### src/hdl/slmm_pkg.sv
package slmm_pkg;

	localparam int ADDR_W = 48;
	localparam int IN_DATA_W = 152;
	localparam int OUT_DATA_W = 88;
	localparam int CFG_ADDR_W = 5;

	localparam logic [2:0] REG_RSSI_LO = 3'd0;
	localparam logic [2:0] REG_RSSI_HI = 3'd1;
	localparam logic [2:0] REG_RATE_LO = 3'd2;
	localparam logic [2:0] REG_RATE_HI = 3'd3;
	localparam logic [2:0] REG_RETRY_LIM = 3'd4;

	localparam logic [1:0] CLS_NORMAL = 2'd0;
	localparam logic [1:0] CLS_LOW = 2'd1;
	localparam logic [1:0] CLS_HIGH = 2'd2;

	localparam logic OP_UPDATE = 1'b0;
	localparam logic OP_REMOVE = 1'b1;

	typedef enum logic [2:0] {
		EV_NEW = 3'd0,
		EV_SIGNAL = 3'd1,
		EV_RATE = 3'd2,
		EV_RETRY = 3'd3,
		EV_REMOVED = 3'd4
	} event_t;

	typedef enum logic [2:0] {
		ST_CLEAR,
		ST_IDLE,
		ST_SEARCH,
		ST_DECIDE,
		ST_CALC,
		ST_DIV,
		ST_EMIT
	} state_t;

	typedef struct packed {
		logic clear;
		logic load;
		logic search;
		logic remove;
		logic insert;
		logic calc;
		logic emit;
	} cmd_t;

	typedef struct packed {
		logic clear_done;
		logic search_done;
		logic op_rem;
		logic found;
		logic free;
		logic div_done;
		logic pend_any;
		logic pend_one;
		logic out_free;
	} stat_t;

	typedef struct packed {
		logic [7:0] rssi_lo;
		logic [7:0] rssi_hi;
		logic [31:0] rate_lo;
		logic [31:0] rate_hi;
		logic [31:0] retry_lim;
	} limits_t;

	typedef struct packed {
		logic [7:0] avg_sig;
		logic [31:0] avg_rate;
		logic [1:0] sig_cls;
		logic [1:0] rate_cls;
		logic [31:0] prev_ret;
		logic [31:0] prev_byt;
	} metric_t;

	function automatic logic [1:0] classify(input logic [31:0] v, input logic [31:0] lo,
			input logic [31:0] hi);
		logic [1:0] c;
		if (v < lo)
			c = CLS_LOW;
		else if (v > hi)
			c = CLS_HIGH;
		else
			c = CLS_NORMAL;
		return c;
	endfunction

endpackage

### src/hdl/slmm_ctrl.sv
module slmm_ctrl import slmm_pkg::*; (
	input logic clk,
	input logic arst_n,
	input logic s_tvalid,
	output logic s_tready,
	input stat_t stat,
	output cmd_t cmd
);
	state_t state_q, state_d;

	always_ff @(posedge clk or negedge arst_n) begin
		if (!arst_n)
			state_q <= ST_CLEAR;
		else
			state_q <= state_d;
	end

	always_comb begin
		state_d = state_q;
		cmd = '0;
		s_tready = 1'b0;
		unique case (state_q)
			ST_CLEAR: begin
				cmd.clear = 1'b1;
				if (stat.clear_done)
					state_d = ST_IDLE;
			end
			ST_IDLE: begin
				s_tready = 1'b1;
				if (s_tvalid) begin
					cmd.load = 1'b1;
					state_d = ST_SEARCH;
				end
			end
			ST_SEARCH: begin
				cmd.search = 1'b1;
				if (stat.search_done)
					state_d = ST_DECIDE;
			end
			ST_DECIDE: begin
				if (stat.op_rem) begin
					if (stat.found) begin
						cmd.remove = 1'b1;
						state_d = ST_EMIT;
					end else begin
						state_d = ST_IDLE;
					end
				end else if (!stat.found && !stat.free) begin
					state_d = ST_IDLE;
				end else begin
					cmd.insert = !stat.found;
					state_d = ST_CALC;
				end
			end
			ST_CALC: begin
				cmd.calc = 1'b1;
				state_d = ST_DIV;
			end
			ST_DIV: begin
				if (stat.div_done)
					state_d = ST_EMIT;
			end
			ST_EMIT: begin
				if (!stat.pend_any) begin
					state_d = ST_IDLE;
				end else if (stat.out_free) begin
					cmd.emit = 1'b1;
					if (stat.pend_one)
						state_d = ST_IDLE;
				end
			end
			default: state_d = ST_IDLE;
		endcase
	end
endmodule

### config.mk
export PLATFORM = sky130hd
export DESIGN_NAME = slmm_ctrl
export DESIGN_NICKNAME = d
export VERILOG_FILES = /design/src/hdl/slmm_pkg.sv /design/src/hdl/slmm_ctrl.sv
export SDC_FILE = /design/constraint.sdc
export NUM_CORES = 1
export LEC_CHECK = 0
export ABC_AREA = 1
export BUFFER_PORTS_ARGS = -buffer_cell sky130_fd_sc_hd__buf_4
export CAP_MARGIN = 0
export CORE_AREA = 2 2 39 41
export DETAILED_ROUTE_END_ITERATION = 6
export DIE_AREA = 0 0 41 43
export HOLD_SLACK_MARGIN = 0.06
export PLACE_DENSITY = 0.54
export SYNTH_ARGS = -nofsm -noshare
export SYNTH_HDL_FRONTEND = slang
export SYNTH_SLANG_ARGS = --single-unit
### constraint.sdc
create_clock -name clk -period 2.4 [get_ports clk]
set_input_delay 0.24 -clock clk [delete_from_list [all_inputs] [get_ports clk]]
set_output_delay 0.24 -clock clk [all_outputs]
set_load 0.02 [all_outputs]
==> metrics <==
status=finished, final reports clean; setup_tns=0 ps; HPWL Detailed=around 790 um; CP cell instances=inv_2, nand3_1, nor3_1, buf_4; biggest registers after layout=state_q: 3 flops; TritonCTS Buffers=3; top post-synthesis cells by count=nand2_1, inv_1, nor2_1, inv_2, nand3_1; EDFF count, synth=0; 1st-pass router iterations=4; routed vias/inst=approximately 4.4; Cell Rows=14; TritonCTS sink count=3; Final Max Slew Viols=0; Synthesized Nets=a little over 80; CTS tree=built; cells on worst reg2reg path=6; final wirelength=roughly 960 um; worst path buffer plus inverter count=2; H-tree depth=1; Final Skew=0.624 ps; Die X=roughly 41 um; Final Total Pwr=0.669 mW; max FFs per register=3; top cell type's share of synthesized area=about a quarter; relative slew slack=between 70% and 80%; area added between synthesis and finish=49.7%; RSZ-0062 raised after global routing=no; Final GP Congestion=about 0.76; Die Ht=between 40 and 50 um; maximum vdd drop=between 0.0003 and 0.0004 V; largest area contributor in the netlist=nand2_1; Synth cell types=17; Worst R2R End=state_q[0]; hold_ws=337 ps; most frequent cell after synthesis=nand2_1; GRT Total Usage=11.5%; mapped cell area=385 um2; initial core utilization=between 20 and 30%; root buf cell=clkbuf_4; Final setup viols=0; Die Footprint=1760 um2; drt initial violations=8; Critical R2R Launch=state_q[1]; Leak=about 0.35 nW; Worst Tran Pin Value=between 300 and 400 ps; fraction of layout cells with a size suffix above 1=35.9%; wire per inst=around 8.9 um; worst endpoint required time=about 2200 ps; Synth Instances=between 60 and 70; crit-path leading delay family=flip-flops; latest clock arrival within the worst-skew pair=~230 ps; CP endpoint kind=primary output; cts repair resizes=0; R2R setup slack=about 1000 ps; Crit-path slowest cell=dfrtp_1; final core occ=between 40% and 50%; DRC=0; Worst Setup Path Type=register to primary output; sequential fraction of the synthesis area=just under 20%; Critical Path Max Stage Delay=between 400 and 500 ps; n_diodes=0; nets@finish=approximately 110; via count=about 470; Hold WC Path Type=input port to async pin; Synth Register Bits=3; GRT overflow=0; largest net degree at the start of global routing=10; clock transition at the registers of the reported paths=around 40 ps; ys flop type=dfrtp_1; synth warn=0; fillers=about 170; Detail Route Antenna Nets=0; I/O Buffers=19; Mean Syn Cell Area=~5.6 um2; critical path arrival=between 1000 and 1500 ps; first-pass GRT wire length=about 1500 um; number of global-route vias before repair=about 420; IO Pins=20; final critical-path share of the clock period=63.3%; critical path startpoint category=register; hold_buf cts=1; Power Density=approximately 1200 nW/um2; Reg with most FFs=state_q; Final Critical Period=1520 ps; endpoints failing hold=0; Critical Path Fanout Max=7; f_max=around 660 MHz; Post-CTS Setup Inserts=0; initial antenna violation count=0; CORE AREA=1380 um2; max_cap viols=0; Clock Tree Buf Depth=2; largest cells by area after synthesis=nand2_1, dfrtp_1, inv_1; asr flop ratio synth=100%
-- routing by layer --
layer | up-vias | share of wire [%] | GRT usage, % | routed length (um)
met5 | - | 0 | 0 | 0
met4 | 0 | 0 | 2.00 | 0
met3 | 0 | 5.2 | 1.57 | 50
met2 | 17 | 48 | 19.4 | 458
met1 | 200 | 47 | 14.9 | 447
li1 | 256 | - | - | -
-- through the flow --
| stage | setup WS, ps | instance area [um2] | instances |
|---|---|---|---|
| detailed placement | 1030 | 541 | 103 |
| CTS | 873 | 577 | 108 |
| global route | 775 | 577 | 108 |
| floorplan | 1060 | 385 | 69 |
| global placement | 1080 | 541 | 103 |
| finish | 881 | 577 | 108 |
-- power breakdown --
| group | leakage, nW | switching [mW] | internal [mW] |
|---|---|---|---|
| clock network | 0.0150 | 0.0285 | 0.0625 |
| registers | 0.0387 | 0.0556 | 0.0750 |
| logic | 0.301 | 0.269 | 0.178 |
-- worst max-delay path by stage --
stage                from          to  slack, ps  cells after the start
6_report       state_q[2]      cmd[2]        880                      4
5_1_grt        state_q[2]      cmd[3]        770                      4
4_1_cts        state_q[2]      cmd[2]        870                      4
3_5_place_dp   state_q[1]  state_q[0]       1030                      6
3_3_place_gp   state_q[1]  state_q[0]       1080                      6
2_1_floorplan  state_q[2]      cmd[2]       1060                      3
-- final cells by class --
type / instances / area [um2] / share of cell area [%]
clock buffer: 4 / 26.3 / 4.56
tap: 16 / 20.0 / 3.47
sequential: 3 / 75.1 / 13.0
multi-input combinational: 51 / 250 / 43.4
inverter: 14 / 52.6 / 9.11
timing repair buffer: 20 / 153 / 26.5
-- placed cells by master, fill, tap and decap left out, types with 2 or more instances in the layout --
cell type	netlist	final
buf_4	1	19
clkbuf_4	0	3
dfrtp_1	3	3
inv_1	10	10
inv_2	4	4
nand2_1	26	26
nand2_2	2	2
nand3_1	4	4
nand3_2	2	2
nor2_1	8	8
nor3_1	2	2
-- logic make-up (layout without fill, tap and decap cells) --
logic type / count (synthesis) / in the layout / share of synthesized area (%)
adder cells (fa/ha/maj): 1 / 1 / 3.25
flip-flops: 3 / 3 / 19.5
buffers and inverters: 15 / 38 / 15.6
AND/OR/NAND/NOR: 48 / 48 / 57.5
AO/OA/AOI/OAI: 2 / 2 / 4.22
Note: power is estimated with default switching activity, not from simulation.
